File: config.mk
export PLATFORM = sky130hd
export DESIGN_NAME = waveform_window_statistics_core_flat
export DESIGN_NICKNAME = d
export VERILOG_FILES = /design/src/rtl/core/wwsc_pkg.sv /design/src/rtl/core/wwsc_in_if.sv /design/src/rtl/core/wwsc_out_if.sv /design/src/rtl/core/wwsc_acc.sv /design/src/rtl/core/wwsc_solver.sv /design/src/rtl/core/waveform_window_statistics_core.sv /design/src/flat_wrapper.sv
export SDC_FILE = /design/constraint.sdc
export NUM_CORES = 1
export LEC_CHECK = 0
export BUFFER_PORTS_ARGS = -buffer_cell sky130_fd_sc_hd__buf_2
export CORE_MARGIN = 2
export CORE_UTILIZATION = 39
export DETAILED_ROUTE_END_ITERATION = 6
export HOLD_SLACK_MARGIN = 0.02
export PLACE_DENSITY = 0.66
export SYNTH_ARGS = -nofsm -noshare
export SYNTH_HDL_FRONTEND = slang
export SYNTH_SLANG_ARGS = --single-unit
File: constraint.sdc
create_clock -name clk -period 11.1 [get_ports clk]
set_clock_uncertainty 0.2 [all_clocks]
set_input_delay 2.22 -clock clk [delete_from_list [all_inputs] [get_ports clk]]
set_output_delay 2.22 -clock clk [all_outputs]
set_load 0.005 [all_outputs]
File: src/rtl/core/wwsc_pkg.sv
package wwsc_pkg;

  localparam int SAMPLE_W   = 16;
  localparam int THR_W      = 15;
  localparam int RMS_W      = 16;
  localparam int CLIP_W     = 11;
  localparam int CFG_IDX_W  = 2;
  localparam int CFG_DATA_W = 15;
  localparam int PHASE_W    = 2;

  typedef enum logic [CFG_IDX_W-1:0] {
    CFG_PHASE_SELECT   = 2'd0,
    CFG_CLIP_THRESHOLD = 2'd1,
    CFG_TOL_LOW        = 2'd2,
    CFG_TOL_HIGH       = 2'd3
  } cfg_reg_t;

  localparam logic [PHASE_W-1:0] PHASE_A = 2'd0;
  localparam logic [PHASE_W-1:0] PHASE_B = 2'd1;

  localparam logic [PHASE_W-1:0] PHASE_SEL_RST = PHASE_A;
  localparam logic [THR_W-1:0]   CLIP_THR_RST  = 15'd20794;
  localparam logic [THR_W-1:0]   TOL_LOW_RST   = 15'd13248;
  localparam logic [THR_W-1:0]   TOL_HIGH_RST  = 15'd16192;

  typedef struct packed {
    logic load;
    logic square;
    logic accum;
    logic clear;
  } acc_ctrl_t;

  typedef struct packed {
    logic        [RMS_W-1:0]    rms;
    logic signed [SAMPLE_W-1:0] dc;
  } solv_res_t;

endpackage

File: src/rtl/core/wwsc_in_if.sv
interface wwsc_in_if import wwsc_pkg::*; ();
  logic                       valid;
  logic                       ready;
  logic signed [SAMPLE_W-1:0] phase_a;
  logic signed [SAMPLE_W-1:0] phase_b;
  logic signed [SAMPLE_W-1:0] phase_c;
  logic                       last_sample;

  modport source (output valid, phase_a, phase_b, phase_c, last_sample, input ready);
  modport sink   (input valid, phase_a, phase_b, phase_c, last_sample, output ready);
endinterface

File: src/rtl/core/wwsc_out_if.sv
interface wwsc_out_if import wwsc_pkg::*; ();
  logic                       valid;
  logic                       ready;
  logic        [RMS_W-1:0]    rms_value;
  logic        [SAMPLE_W-1:0] peak_span;
  logic signed [SAMPLE_W-1:0] dc_offset;
  logic        [CLIP_W-1:0]   clip_count;
  logic                       in_tolerance;

  modport source (output valid, rms_value, peak_span, dc_offset, clip_count, in_tolerance,
                  input ready);
  modport sink   (input valid, rms_value, peak_span, dc_offset, clip_count, in_tolerance,
                  output ready);
endinterface

File: src/rtl/core/wwsc_acc.sv
module wwsc_acc import wwsc_pkg::*; #(
  parameter int MAX_SAMPLES = 1024,
  parameter int CNT_W       = 11,
  parameter int SQ_W        = 42,
  parameter int SUM_W       = 27
) (
  input  logic                       clk,
  input  logic                       rst_n,
  input  acc_ctrl_t                  ctrl,
  input  logic signed [SAMPLE_W-1:0] sample,
  input  logic                       last,
  input  logic        [THR_W-1:0]    clip_thr,
  output logic                       win_end,
  output logic        [CNT_W-1:0]    count,
  output logic        [SQ_W-1:0]     sq_sum,
  output logic signed [SUM_W-1:0]    plain_sum,
  output logic signed [SAMPLE_W-1:0] run_max,
  output logic signed [SAMPLE_W-1:0] run_min,
  output logic        [CLIP_W-1:0]   clip_cnt
);

  logic signed [SAMPLE_W-1:0]   smp_r;
  logic                         last_r;
  logic        [2*SAMPLE_W-1:0] sqr_r;
  logic                         clip_hit_r;
  logic        [CNT_W-1:0]      cnt_r;
  logic        [SQ_W-1:0]       sq_sum_r;
  logic signed [SUM_W-1:0]      sum_r;
  logic signed [SAMPLE_W-1:0]   max_r;
  logic signed [SAMPLE_W-1:0]   min_r;
  logic        [CLIP_W-1:0]     clip_r;

  logic [SAMPLE_W-1:0] mag;
  logic [CNT_W-1:0]    cnt_inc;

  // -32768 wraps to 0x8000, which reads correctly as an unsigned magnitude
  assign mag     = smp_r[SAMPLE_W-1] ? $unsigned(-smp_r) : $unsigned(smp_r);
  assign cnt_inc = cnt_r + 1'b1;
  assign win_end = last_r || (cnt_inc == CNT_W'(MAX_SAMPLES));

  always_ff @(posedge clk) begin
    if (ctrl.load) begin
      smp_r  <= sample;
      last_r <= last;
    end
    if (ctrl.square) begin
      sqr_r      <= mag * mag;
      clip_hit_r <= (mag >= {1'b0, clip_thr});
    end
    if (ctrl.accum) begin
      // first sample of a window seeds the extremes
      if (cnt_r == '0 || smp_r > max_r) max_r <= smp_r;
      if (cnt_r == '0 || smp_r < min_r) min_r <= smp_r;
    end
  end

  always_ff @(posedge clk) begin
    if (!rst_n || ctrl.clear) begin
      cnt_r    <= '0;
      sq_sum_r <= '0;
      sum_r    <= '0;
      clip_r   <= '0;
    end else if (ctrl.accum) begin
      cnt_r    <= cnt_inc;
      sq_sum_r <= sq_sum_r + SQ_W'(sqr_r);
      sum_r    <= sum_r + SUM_W'(smp_r);
      clip_r   <= clip_r + CLIP_W'(clip_hit_r);
    end
  end

  assign count     = cnt_r;
  assign sq_sum    = sq_sum_r;
  assign plain_sum = sum_r;
  assign run_max   = max_r;
  assign run_min   = min_r;
  assign clip_cnt  = clip_r;

endmodule

File: src/rtl/core/wwsc_solver.sv
module wwsc_solver import wwsc_pkg::*; #(
  parameter int CNT_W = 11,
  parameter int SQ_W  = 42,
  parameter int SUM_W = 27
) (
  input  logic                    clk,
  input  logic                    rst_n,
  input  logic                    start,
  input  logic [SQ_W-1:0]         sq_sum,
  input  logic signed [SUM_W-1:0] plain_sum,
  input  logic [CNT_W-1:0]        count,
  output logic                    done,
  output solv_res_t               res
);

  localparam int WW     = (SQ_W > SUM_W) ? SQ_W : SUM_W;
  localparam int RT_W   = RMS_W;
  localparam int RAD_W  = 2 * RT_W;
  localparam int UW     = (CNT_W + 1 > RT_W + 3) ? CNT_W + 1 : RT_W + 3;
  localparam int STEP_W = $clog2(WW + 1);

  typedef enum logic [2:0] {
    S_IDLE,
    S_DIV_SQ,
    S_SQRT,
    S_DIV_DC
  } state_t;

  state_t              state_r;
  logic [WW-1:0]       work_r;
  logic [UW-1:0]       rem_r;
  logic [RT_W-1:0]     root_r;
  logic [RAD_W-1:0]    rad_r;
  logic [STEP_W-1:0]   step_r;
  logic                neg_r;
  logic [RT_W-1:0]     rms_r;
  logic signed [SAMPLE_W-1:0] dc_r;
  logic                done_r;

  logic             sqrt_mode;
  logic [UW-1:0]    op_a;
  logic [UW-1:0]    op_b;
  logic [UW:0]      diff;
  logic             ge;
  logic [UW-1:0]    rem_step;
  logic [WW-1:0]    quot_nxt;
  logic [RT_W-1:0]  root_nxt;
  logic [SUM_W-1:0] sum_mag;
  logic [RT_W-1:0]  dc_mag;

  // shared compare-subtract: restoring division step or one root digit
  assign sqrt_mode = (state_r == S_SQRT);
  assign op_a      = sqrt_mode ? {rem_r[UW-3:0], rad_r[RAD_W-1 -: 2]}
                               : {rem_r[UW-2:0], work_r[WW-1]};
  assign op_b      = sqrt_mode ? UW'({root_r, 2'b01}) : UW'(count);
  assign diff      = {1'b0, op_a} - {1'b0, op_b};
  assign ge        = ~diff[UW];
  assign rem_step  = ge ? diff[UW-1:0] : op_a;
  assign quot_nxt  = {work_r[WW-2:0], ge};
  assign root_nxt  = {root_r[RT_W-2:0], ge};
  assign sum_mag   = plain_sum[SUM_W-1] ? $unsigned(-plain_sum) : $unsigned(plain_sum);
  assign dc_mag    = quot_nxt[RT_W-1:0];

  always_ff @(posedge clk) begin
    if (!rst_n) begin
      state_r <= S_IDLE;
      done_r  <= 1'b0;
    end else begin
      done_r <= 1'b0;
      unique case (state_r)
        S_IDLE: begin
          if (start) begin
            work_r  <= WW'(sq_sum);
            rem_r   <= '0;
            step_r  <= '0;
            state_r <= S_DIV_SQ;
          end
        end
        S_DIV_SQ: begin
          work_r <= quot_nxt;
          rem_r  <= rem_step;
          step_r <= step_r + 1'b1;
          if (step_r == STEP_W'(WW - 1)) begin
            // mean square never exceeds full scale squared
            rad_r   <= quot_nxt[RAD_W-1:0];
            rem_r   <= '0;
            root_r  <= '0;
            step_r  <= '0;
            state_r <= S_SQRT;
          end
        end
        S_SQRT: begin
          rad_r  <= rad_r << 2;
          rem_r  <= rem_step;
          root_r <= root_nxt;
          step_r <= step_r + 1'b1;
          if (step_r == STEP_W'(RT_W - 1)) begin
            rms_r   <= root_nxt;
            work_r  <= WW'(sum_mag);
            neg_r   <= plain_sum[SUM_W-1];
            rem_r   <= '0;
            step_r  <= '0;
            state_r <= S_DIV_DC;
          end
        end
        S_DIV_DC: begin
          work_r <= quot_nxt;
          rem_r  <= rem_step;
          step_r <= step_r + 1'b1;
          if (step_r == STEP_W'(WW - 1)) begin
            // truncate toward zero: divide the magnitude, restore the sign
            dc_r    <= neg_r ? $signed(-dc_mag) : $signed(dc_mag);
            done_r  <= 1'b1;
            state_r <= S_IDLE;
          end
        end
        default: state_r <= S_IDLE;
      endcase
    end
  end

  assign done    = done_r;
  assign res.rms = rms_r;
  assign res.dc  = dc_r;

endmodule

File: src/rtl/core/waveform_window_statistics_core.sv
// Window statistics meter: RMS, peak-to-peak, DC offset and clip count of one phase.
// A sample that does not end its window passes through capture, square and accumulate;
// a window-ending sample then also runs the shared compare-subtract unit through two
// W-step divisions and a 16-step root, W = 31 + clog2(MAX_SAMPLES+1); no new sample is taken meanwhile.
// The result sits in an output register; the next window proceeds while it waits.
// Synchronous active-low reset clears the accumulators and loads register defaults.
module waveform_window_statistics_core import wwsc_pkg::*; #(
  parameter int MAX_SAMPLES = 1024
) (
  input  logic                  clk,
  input  logic                  rst_n,
  input  logic                  cfg_we,
  input  logic [CFG_IDX_W-1:0]  cfg_index,
  input  logic [CFG_DATA_W-1:0] cfg_data,
  wwsc_in_if.sink               in_stream,
  wwsc_out_if.source            out_stream
);

  localparam int CNT_W = $clog2(MAX_SAMPLES + 1);
  localparam int SQ_W  = 2 * SAMPLE_W - 1 + CNT_W;
  localparam int SUM_W = SAMPLE_W + CNT_W;

  typedef enum logic [2:0] {
    T_IDLE,
    T_SQUARE,
    T_ACCUM,
    T_SOLVE,
    T_EMIT
  } state_t;

  state_t state_r;

  logic [PHASE_W-1:0] phase_sel_r;
  logic [THR_W-1:0]   clip_thr_r;
  logic [THR_W-1:0]   tol_low_r;
  logic [THR_W-1:0]   tol_high_r;

  logic                       out_valid_r;
  logic [RMS_W-1:0]           rms_out_r;
  logic [SAMPLE_W-1:0]        p2p_out_r;
  logic signed [SAMPLE_W-1:0] dc_out_r;
  logic [CLIP_W-1:0]          clip_out_r;
  logic                       tol_out_r;

  acc_ctrl_t                  acc_ctrl;
  logic signed [SAMPLE_W-1:0] sel_sample;
  logic                       in_beat;
  logic                       out_free;
  logic                       win_end;
  logic [CNT_W-1:0]           count;
  logic [SQ_W-1:0]            sq_sum;
  logic signed [SUM_W-1:0]    plain_sum;
  logic signed [SAMPLE_W-1:0] run_max;
  logic signed [SAMPLE_W-1:0] run_min;
  logic [CLIP_W-1:0]          clip_cnt;
  logic                       solv_start_r;
  logic                       solv_done;
  solv_res_t                  solv_res;

  always_ff @(posedge clk) begin
    if (!rst_n) begin
      phase_sel_r <= PHASE_SEL_RST;
      clip_thr_r  <= CLIP_THR_RST;
      tol_low_r   <= TOL_LOW_RST;
      tol_high_r  <= TOL_HIGH_RST;
    end else if (cfg_we) begin
      unique case (cfg_reg_t'(cfg_index))
        CFG_PHASE_SELECT:   phase_sel_r <= cfg_data[PHASE_W-1:0];
        CFG_CLIP_THRESHOLD: clip_thr_r  <= cfg_data[THR_W-1:0];
        CFG_TOL_LOW:        tol_low_r   <= cfg_data[THR_W-1:0];
        CFG_TOL_HIGH:       tol_high_r  <= cfg_data[THR_W-1:0];
        default: ;
      endcase
    end
  end

  // unused phase code falls through to phase C
  always_comb begin
    case (phase_sel_r)
      PHASE_A: sel_sample = in_stream.phase_a;
      PHASE_B: sel_sample = in_stream.phase_b;
      default: sel_sample = in_stream.phase_c;
    endcase
  end

  assign in_stream.ready = (state_r == T_IDLE);
  assign in_beat         = in_stream.valid && in_stream.ready;
  assign out_free        = !out_valid_r || out_stream.ready;

  assign acc_ctrl.load   = in_beat;
  assign acc_ctrl.square = (state_r == T_SQUARE);
  assign acc_ctrl.accum  = (state_r == T_ACCUM);
  assign acc_ctrl.clear  = (state_r == T_EMIT) && out_free;

  wwsc_acc #(
    .MAX_SAMPLES (MAX_SAMPLES),
    .CNT_W       (CNT_W),
    .SQ_W        (SQ_W),
    .SUM_W       (SUM_W)
  ) u_acc (
    .clk       (clk),
    .rst_n     (rst_n),
    .ctrl      (acc_ctrl),
    .sample    (sel_sample),
    .last      (in_stream.last_sample),
    .clip_thr  (clip_thr_r),
    .win_end   (win_end),
    .count     (count),
    .sq_sum    (sq_sum),
    .plain_sum (plain_sum),
    .run_max   (run_max),
    .run_min   (run_min),
    .clip_cnt  (clip_cnt)
  );

  wwsc_solver #(
    .CNT_W (CNT_W),
    .SQ_W  (SQ_W),
    .SUM_W (SUM_W)
  ) u_solver (
    .clk       (clk),
    .rst_n     (rst_n),
    .start     (solv_start_r),
    .sq_sum    (sq_sum),
    .plain_sum (plain_sum),
    .count     (count),
    .done      (solv_done),
    .res       (solv_res)
  );

  always_ff @(posedge clk) begin
    if (!rst_n) begin
      state_r      <= T_IDLE;
      out_valid_r  <= 1'b0;
      solv_start_r <= 1'b0;
    end else begin
      // start the solver once the last sample has landed in the sums
      solv_start_r <= (state_r == T_ACCUM) && win_end;
      out_valid_r  <= acc_ctrl.clear || (out_valid_r && !out_stream.ready);
      unique case (state_r)
        T_IDLE:   if (in_beat) state_r <= T_SQUARE;
        T_SQUARE: state_r <= T_ACCUM;
        T_ACCUM:  state_r <= win_end ? T_SOLVE : T_IDLE;
        T_SOLVE:  if (solv_done) state_r <= T_EMIT;
        T_EMIT: begin
          // hold until the previous result beat has left
          if (out_free) begin
            rms_out_r   <= solv_res.rms;
            p2p_out_r   <= $unsigned(run_max) - $unsigned(run_min);
            dc_out_r    <= solv_res.dc;
            clip_out_r  <= clip_cnt;
            tol_out_r   <= (solv_res.rms >= {1'b0, tol_low_r}) &&
                           (solv_res.rms <= {1'b0, tol_high_r});
            state_r     <= T_IDLE;
          end
        end
        default: state_r <= T_IDLE;
      endcase
    end
  end

  assign out_stream.valid        = out_valid_r;
  assign out_stream.rms_value    = rms_out_r;
  assign out_stream.peak_span    = p2p_out_r;
  assign out_stream.dc_offset    = dc_out_r;
  assign out_stream.clip_count   = clip_out_r;
  assign out_stream.in_tolerance = tol_out_r;

endmodule

File: src/flat_wrapper.sv
// flat-port wrapper written by rule: the top's interface ports become plain ports
module waveform_window_statistics_core_flat import wwsc_pkg::*;
#(
  parameter int MAX_SAMPLES = 1024
)
  (clk, rst_n, cfg_we, cfg_index, cfg_data, in_stream_valid, in_stream_phase_a, in_stream_phase_b, in_stream_phase_c, in_stream_last_sample, in_stream_ready, out_stream_valid, out_stream_rms_value, out_stream_peak_span, out_stream_dc_offset, out_stream_clip_count, out_stream_in_tolerance, out_stream_ready);
  wwsc_in_if in_stream_i ();
  wwsc_out_if out_stream_i ();
  input  logic clk;
  input  logic rst_n;
  input  logic cfg_we;
  input  logic [CFG_IDX_W-1:0] cfg_index;
  input  logic [CFG_DATA_W-1:0] cfg_data;
  input wire logic [$bits(in_stream_i.valid)-1:0] in_stream_valid;
  input wire logic [$bits(in_stream_i.phase_a)-1:0] in_stream_phase_a;
  input wire logic [$bits(in_stream_i.phase_b)-1:0] in_stream_phase_b;
  input wire logic [$bits(in_stream_i.phase_c)-1:0] in_stream_phase_c;
  input wire logic [$bits(in_stream_i.last_sample)-1:0] in_stream_last_sample;
  output wire logic [$bits(in_stream_i.ready)-1:0] in_stream_ready;
  output wire logic [$bits(out_stream_i.valid)-1:0] out_stream_valid;
  output wire logic [$bits(out_stream_i.rms_value)-1:0] out_stream_rms_value;
  output wire logic [$bits(out_stream_i.peak_span)-1:0] out_stream_peak_span;
  output wire logic [$bits(out_stream_i.dc_offset)-1:0] out_stream_dc_offset;
  output wire logic [$bits(out_stream_i.clip_count)-1:0] out_stream_clip_count;
  output wire logic [$bits(out_stream_i.in_tolerance)-1:0] out_stream_in_tolerance;
  input wire logic [$bits(out_stream_i.ready)-1:0] out_stream_ready;
  assign in_stream_i.valid = in_stream_valid;
  assign in_stream_i.phase_a = in_stream_phase_a;
  assign in_stream_i.phase_b = in_stream_phase_b;
  assign in_stream_i.phase_c = in_stream_phase_c;
  assign in_stream_i.last_sample = in_stream_last_sample;
  assign in_stream_ready = in_stream_i.ready;
  assign out_stream_valid = out_stream_i.valid;
  assign out_stream_rms_value = out_stream_i.rms_value;
  assign out_stream_peak_span = out_stream_i.peak_span;
  assign out_stream_dc_offset = out_stream_i.dc_offset;
  assign out_stream_clip_count = out_stream_i.clip_count;
  assign out_stream_in_tolerance = out_stream_i.in_tolerance;
  assign out_stream_i.ready = out_stream_ready;
  waveform_window_statistics_core #(.MAX_SAMPLES(MAX_SAMPLES)) u_core (.clk(clk), .rst_n(rst_n), .cfg_we(cfg_we), .cfg_index(cfg_index), .cfg_data(cfg_data), .in_stream(in_stream_i), .out_stream(out_stream_i));
endmodule
Word level (Yosys, flattened, before mapping)
Index checks and enable logic that the tools add are counted.
- reduce and logical (&&, ||, !) cells: 38
- $lt $le $gt $ge: 5
- muxes and demuxes: 33
- eq/ne operators: 21
- multipliers: 1
- $add $sub $neg: 10
- bitwise operators: 1
- operator list (operator ; number):
    case mux 42 bit (3 select lines) ; 1
    2-to-1 mux 18 bit ; 5
    2-to-1 mux 42 bit ; 2
    case mux 18 bit (4 select lines) ; 1
    case mux 16 bit (2 select lines) ; 2
    case mux 32 bit (2 select lines) ; 1
    2-to-1 mux 16 bit ; 3
    adder 42 x 32 -> 42 bit ; 1
    greater-or-equal comparator 16 x 15 -> 1 bit ; 2
    multiplier 16 x 16 -> 32 bit ; 1
    2-to-1 mux 32 bit ; 1
    negation 16 bit ; 2
    adder 27 x 16 -> 27 bit ; 1
    2-to-1 mux 27 bit ; 1
    negation 27 bit ; 1
    case mux 6 bit (4 select lines) ; 1
    2-to-1 mux 3 bit ; 7
    subtractor 19 x 18 -> 20 bit ; 1
    2-to-1 mux 19 bit ; 1
    2-to-1 mux 6 bit ; 3
    AND reduction 3 bit ; 6
    > comparator 16 bit ; 1
    <= comparator 16 x 15 -> 1 bit ; 1
    less-than comparator 16 bit ; 1
    31 further kinds ; 62
- output and inout bits: 62
- register bits: 436
- bits of input ports: 71

Longest topological paths before layout
- depth after elaboration: 6
- depth in mapped cells: 31

Modules after synthesis
Synthesis repeated with hierarchy kept, for this count alone.
- cell total of the unflattened synthesis: 3138
- area, all modules: 31416.4 um^2
- modules (own cells, without submodules) (module ; times used ; cells each ; area an instance (um^2) ; seq. area each (um^2)):
    wwsc_acc ; 1 ; 1876 ; 17471.8 ; 4254.1
    wwsc_solver ; 1 ; 707 ; 8333.0 ; 4474.3
    waveform_window_statistics_core ; 1 ; 555 ; 5611.6 ; 2842.7

Worst setup path before layout
Ideal clock, no wire load.
- path type: register to register
- start: register u_core.u_acc.smp_r[6]
- end: register u_core.u_acc.sqr_r[28], data pin
- cell stages (with the launch flop): 27
- setup slack: 2.838 ns
- arrival time: 7.777 ns
- data required time: 10.615 ns
- setup time: 0.285 ns
- cell sequence: edfxtp_1 > or4_1 > or3_1 > or3_1 > o41ai_1 > xor2_1 > inv_2 > nand2_1 > inv_1 > fa_1 > fa_1 > fa_1 > fa_1 > fa_1 > inv_1 > fa_1 > inv_1 > ha_1 > clkbuf_1 > o21ai_0 > a21oi_1 > a221o_1 > a31oi_1 > o2bb2ai_1 > o21ai_0 > nand4_1 > o311ai_0
- word-level cells in the longest chain between the ends: 3
- RTL lines (item ; RTL line ; text):
    start: declaration ; wwsc_acc.sv:22 ; logic signed [SAMPLE_W-1:0] smp_r;
    start signal: assignment ; wwsc_acc.sv:43 ; smp_r <= sample;
    negation 16 bit ; wwsc_acc.sv:37 ; assign mag = smp_r[SAMPLE_W-1] ? $unsigned(-smp_r) : $unsigned(smp_r);
    2-to-1 mux 16 bit * ; wwsc_acc.sv:37 ;
    multiplier 16 x 16 -> 32 bit * ; wwsc_acc.sv:47 ; sqr_r <= mag * mag;
    end signal: assignment ; wwsc_acc.sv:47 ;
    end: declaration ; wwsc_acc.sv:24 ; logic [2*SAMPLE_W-1:0] sqr_r;
Mark *: on every way between the ends. The rest lies on a longest branch, timed or not.
A chain may end at the register's enable or synchronous reset.

Worst setup path after layout
Same ends and word-level chain as after synthesis.

==> flow_summary.json <==
{
  "port_buffers": 132,
  "clock_input_transition_at_the_sequential_cells_of_the_worst_setup_and_hold_paths_ns": 0.06,
  "worst-path-buf-inv": 4,
  "synth-warning-count": 0,
  "grt_util_all_layers_pct": 18.3,
  "ys_ff_latch": 434,
  "drive_above_1_share_pct": 9.45,
  "synthSimpleGateAreaFrac_pct": 12.4,
  "status": "completed",
  "final.min_clock_period_ns": 9.41,
  "boundaryPins": 133,
  "num_rows": 102,
  "floorplan.initialDensity_pct": 39.5,
  "syn_area_mm2": 0.0306,
  "floorplan_die_area_mm2": 0.0807,
  "gpl.final_weighted_congestion": 0.889,
  "critical_path.slowest_cell": "or4_1",
  "timing.critical_path.slowest_cell_delay_ns": 0.62,
  "syn_inst": 3105,
  "hp-class": "reg2reg",
  "post-synth-top-count-cell": "inv_1",
  "die_height_um": 284,
  "area_delta_synth_final_pct": 11.1,
  "diodes": 0,
  "fillerInstances": 7434,
  "route.vias.total": 22500,
  "globalRoute.totalOverflow": 0,
  "antenna_found_initial": 1,
  "grt_first_pass_wirelength_um": 120000,
  "cts-root-buf": "clkbuf_16",
  "finalSetupViolCount": 0,
  "unrepaired_setup_endpoints_after_global_routing": "false",
  "most_used_flip_flop_cell_after_synthesis": "edfxtp_1",
  "ant_nets": 0,
  "critical_path_end_type": "flop",
  "dr.first_iter.drc_count": 1462,
  "maxClockFrequency_ghz": 0.106,
  "cts.repair_timing.setup_buffer_count": 0,
  "critPathKind": "reg2reg",
  "maximum_number_of_pins_on_one_net_before_global_route_repair": 73,
  "syn-mean-instance-area_um2": 9.86,
  "critical_path.max_fanout": 9,
  "timing.final.hold_violations": 0,
  "synth-adder-area-share_pct": 22.3,
  "synth_enable_flop_cells": 288,
  "max-clock-path-buffers": 3,
  "postRouteWirelength_um": 73700,
  "critical-path-top-cell-by-count": "fa_1",
  "post_synth_xor_area_fraction_pct": 4.98,
  "netlist.top_cell.by_area": "edfxtp_1",
  "worstMarginPinSlew_ns": 1.11,
  "worstPathCellList": "or4_1, or3_1, or3_1, o21ai_0, xor2_1, clkinv_1, nand2_1, fa_1, fa_1, inv_1, fa_1, fa_1, fa_1, inv_1, fa_1, inv_1, ha_1, a211oi_1, o21ai_0, a221o_1, a31oi_1, o2bb2ai_1, o21ai_0, o311ai_0",
  "htree_num_levels": 2,
  "num-nets-final": 3735,
  "synth.lib_cells_used.distinct": 77,
  "fin_setup_tns_ns": 0,
  "synth_seq_area_share_pct": 37.8,
  "compound_gate_portion_of_the_synthesized_area_pct": 14.0,
  "post-synth-top-area-fraction_pct": 28.3,
  "crit_family": "adder cells",
  "clock_latency_reported_for_the_late_side_of_the_worst_skew_pair_ns": 0.59,
  "synth_mux_area_share_pct": 2.62,
  "die_x_um": 284,
  "tritoncts": "yes",
  "first_global_vias": 22200,
  "netlist_top_cells_area": "edfxtp_1, ha_1, fa_1, dfxtp_1, inv_1",
  "postSynth.asyncResetShare_pct": 0,
  "detail_route.vias_per_cell": 5.22,
  "cts_made_buffers": 48,
  "synth.top_cells.by_count": "inv_1, nand2_1, edfxtp_1",
  "design.core.area_mm2": 0.0776,
  "cts.repair.resized": 0,
  "cts_hold_buffers": 0,
  "main_combinational_cell_family_by_area_after_synthesis": "adder cells",
  "critical_path_arrival_ns": 9.57,
  "cts_sinks": 434,
  "routedWlPerCell_um": 17.2,
  "period_utilization_post_route_pct": 84.8,
  "residual_drc": 0,
  "drt_first_pass_iters": 7,
  "maxSlewViolCount": 0,
  "timing.critical_path.required_ns": 11.26,
  "detailed_place_hpwl_um": 56200,
  "maxCapViolations": 0,
  "timing.max_slew.rel_slack_pct": 25.9,
  "critical_path.startpoint_type": "flop"
}
## worst paths after layout
check,from,end,slack [ns],depth (start not counted)
hold / removal,u_core.u_solver.dc_r[3],u_core.out_stream.dc_offset[3],0.22,0
hold reg to reg,u_core.u_solver.dc_r[3],u_core.out_stream.dc_offset[3],0.22,0
setup / recovery,u_core.u_acc.smp_r[6],u_core.u_acc.sqr_r[28],1.69,24
setup reg to reg,u_core.u_acc.smp_r[6],u_core.u_acc.sqr_r[28],1.69,24
## flip-flops by register name, indices dropped and copies added, names as in the netlist, 3 cells and up
signal                        count
u_core.u_solver.step_r            6
u_core.tol_low_r                 15
u_core.u_acc.plain_sum           27
u_core.clip_thr_r                15
u_core.u_solver.root_r           16
u_core.out_stream.clip_count     11
u_core.u_solver.work_r           42
u_core.u_acc.smp_r               16
u_core.state_r                    3
u_core.u_solver.rad_r            32
u_core.tol_high_r                15
u_core.u_acc.count               11
u_core.u_acc.sqr_r               31
u_core.u_solver.rem_r            18
u_core.u_solver.dc_r             16
u_core.u_acc.clip_cnt            11
u_core.u_acc.run_max             16
u_core.u_solver.rms_r            16
u_core.out_stream.dc_offset      16
u_core.u_acc.sq_sum              42
u_core.u_acc.run_min             16
u_core.out_stream.rms_value      16
u_core.out_stream.peak_span      16
## metrics by stage
stage | util, % | instance area, µm² | setup WS, ns | cells | hold slack, ns
after global placement | 41.8 | 32500 | 2.00 | 4208 | 0.205
after detailed placement | 41.8 | 32500 | 1.81 | 4208 | 0.205
after global routing | 43.8 | 34000 | 1.15 | 4298 | 0.226
after floorplan | - | 30600 | 2.84 | 3114 | 0.200
after CTS | 43.8 | 34000 | 1.73 | 4298 | 0.218
final | 43.8 | 34000 | 1.69 | 4298 | 0.218
## layout by cell type, fill, tap and decap left out, types with 19 or more instances in the layout
cell	synthesis	layout
inv_1	367	367
nor3_1	37	36
mux2_2	48	48
a21oi_1	181	181
a31oi_1	21	20
and3_1	24	23
ha_1	278	276
clkbuf_16	0	48
buf_2	2	132
and2_1	22	22
nand2_1	354	353
nor2_1	208	205
nor2b_1	19	19
nand4_1	25	25
xnor2_1	121	121
xor2_1	53	53
o21ai_0	132	132
o21a_1	36	36
dfxtp_1	146	146
edfxtp_1	288	288
a21o_1	80	80
buf_4	0	26
o211ai_1	30	30
a22oi_1	26	26
a211oi_1	33	33
fa_1	168	168
mux2i_1	26	26
nand2b_1	23	23
nand3_1	57	57
## metal layers
layer / wire length [µm] / up-vias / share of wire [%] / GRT usage [%]
li1: - / 11000 / - / -
met1: 33900 / 10800 / 46 / 25.4
met2: 34600 / 522 / 47 / 30.3
met3: 3460 / 105 / 4.7 / 1.96
met4: 1780 / 0 / 2.4 / 4.96
met5: 0 / - / 0 / 0
## logic make-up after synthesis
logic type,count (synthesis)
flip-flops,434
AND/OR/NAND/NOR,835
adder cells (fa/ha/maj),446
buffers and inverters,479
multiplexers,74
AO/OA/AOI/OAI,661
XOR/XNOR,174
other,2
## cell type report
class                      instances  area [µm²]  area share (%)
timing repair buffer             158         856            2.52
multi-input combinational       2201       17300            50.9
sequential                       434       11600            34.0
clock inverter                    25         263           0.772
inverter                         375        1410            4.14
clock buffer                      65        1300            3.81
tap                             1040        1300            3.82
Power is not shown: default switching activity piles up to over one toggle a cycle in this logic, so the estimate is an artifact.
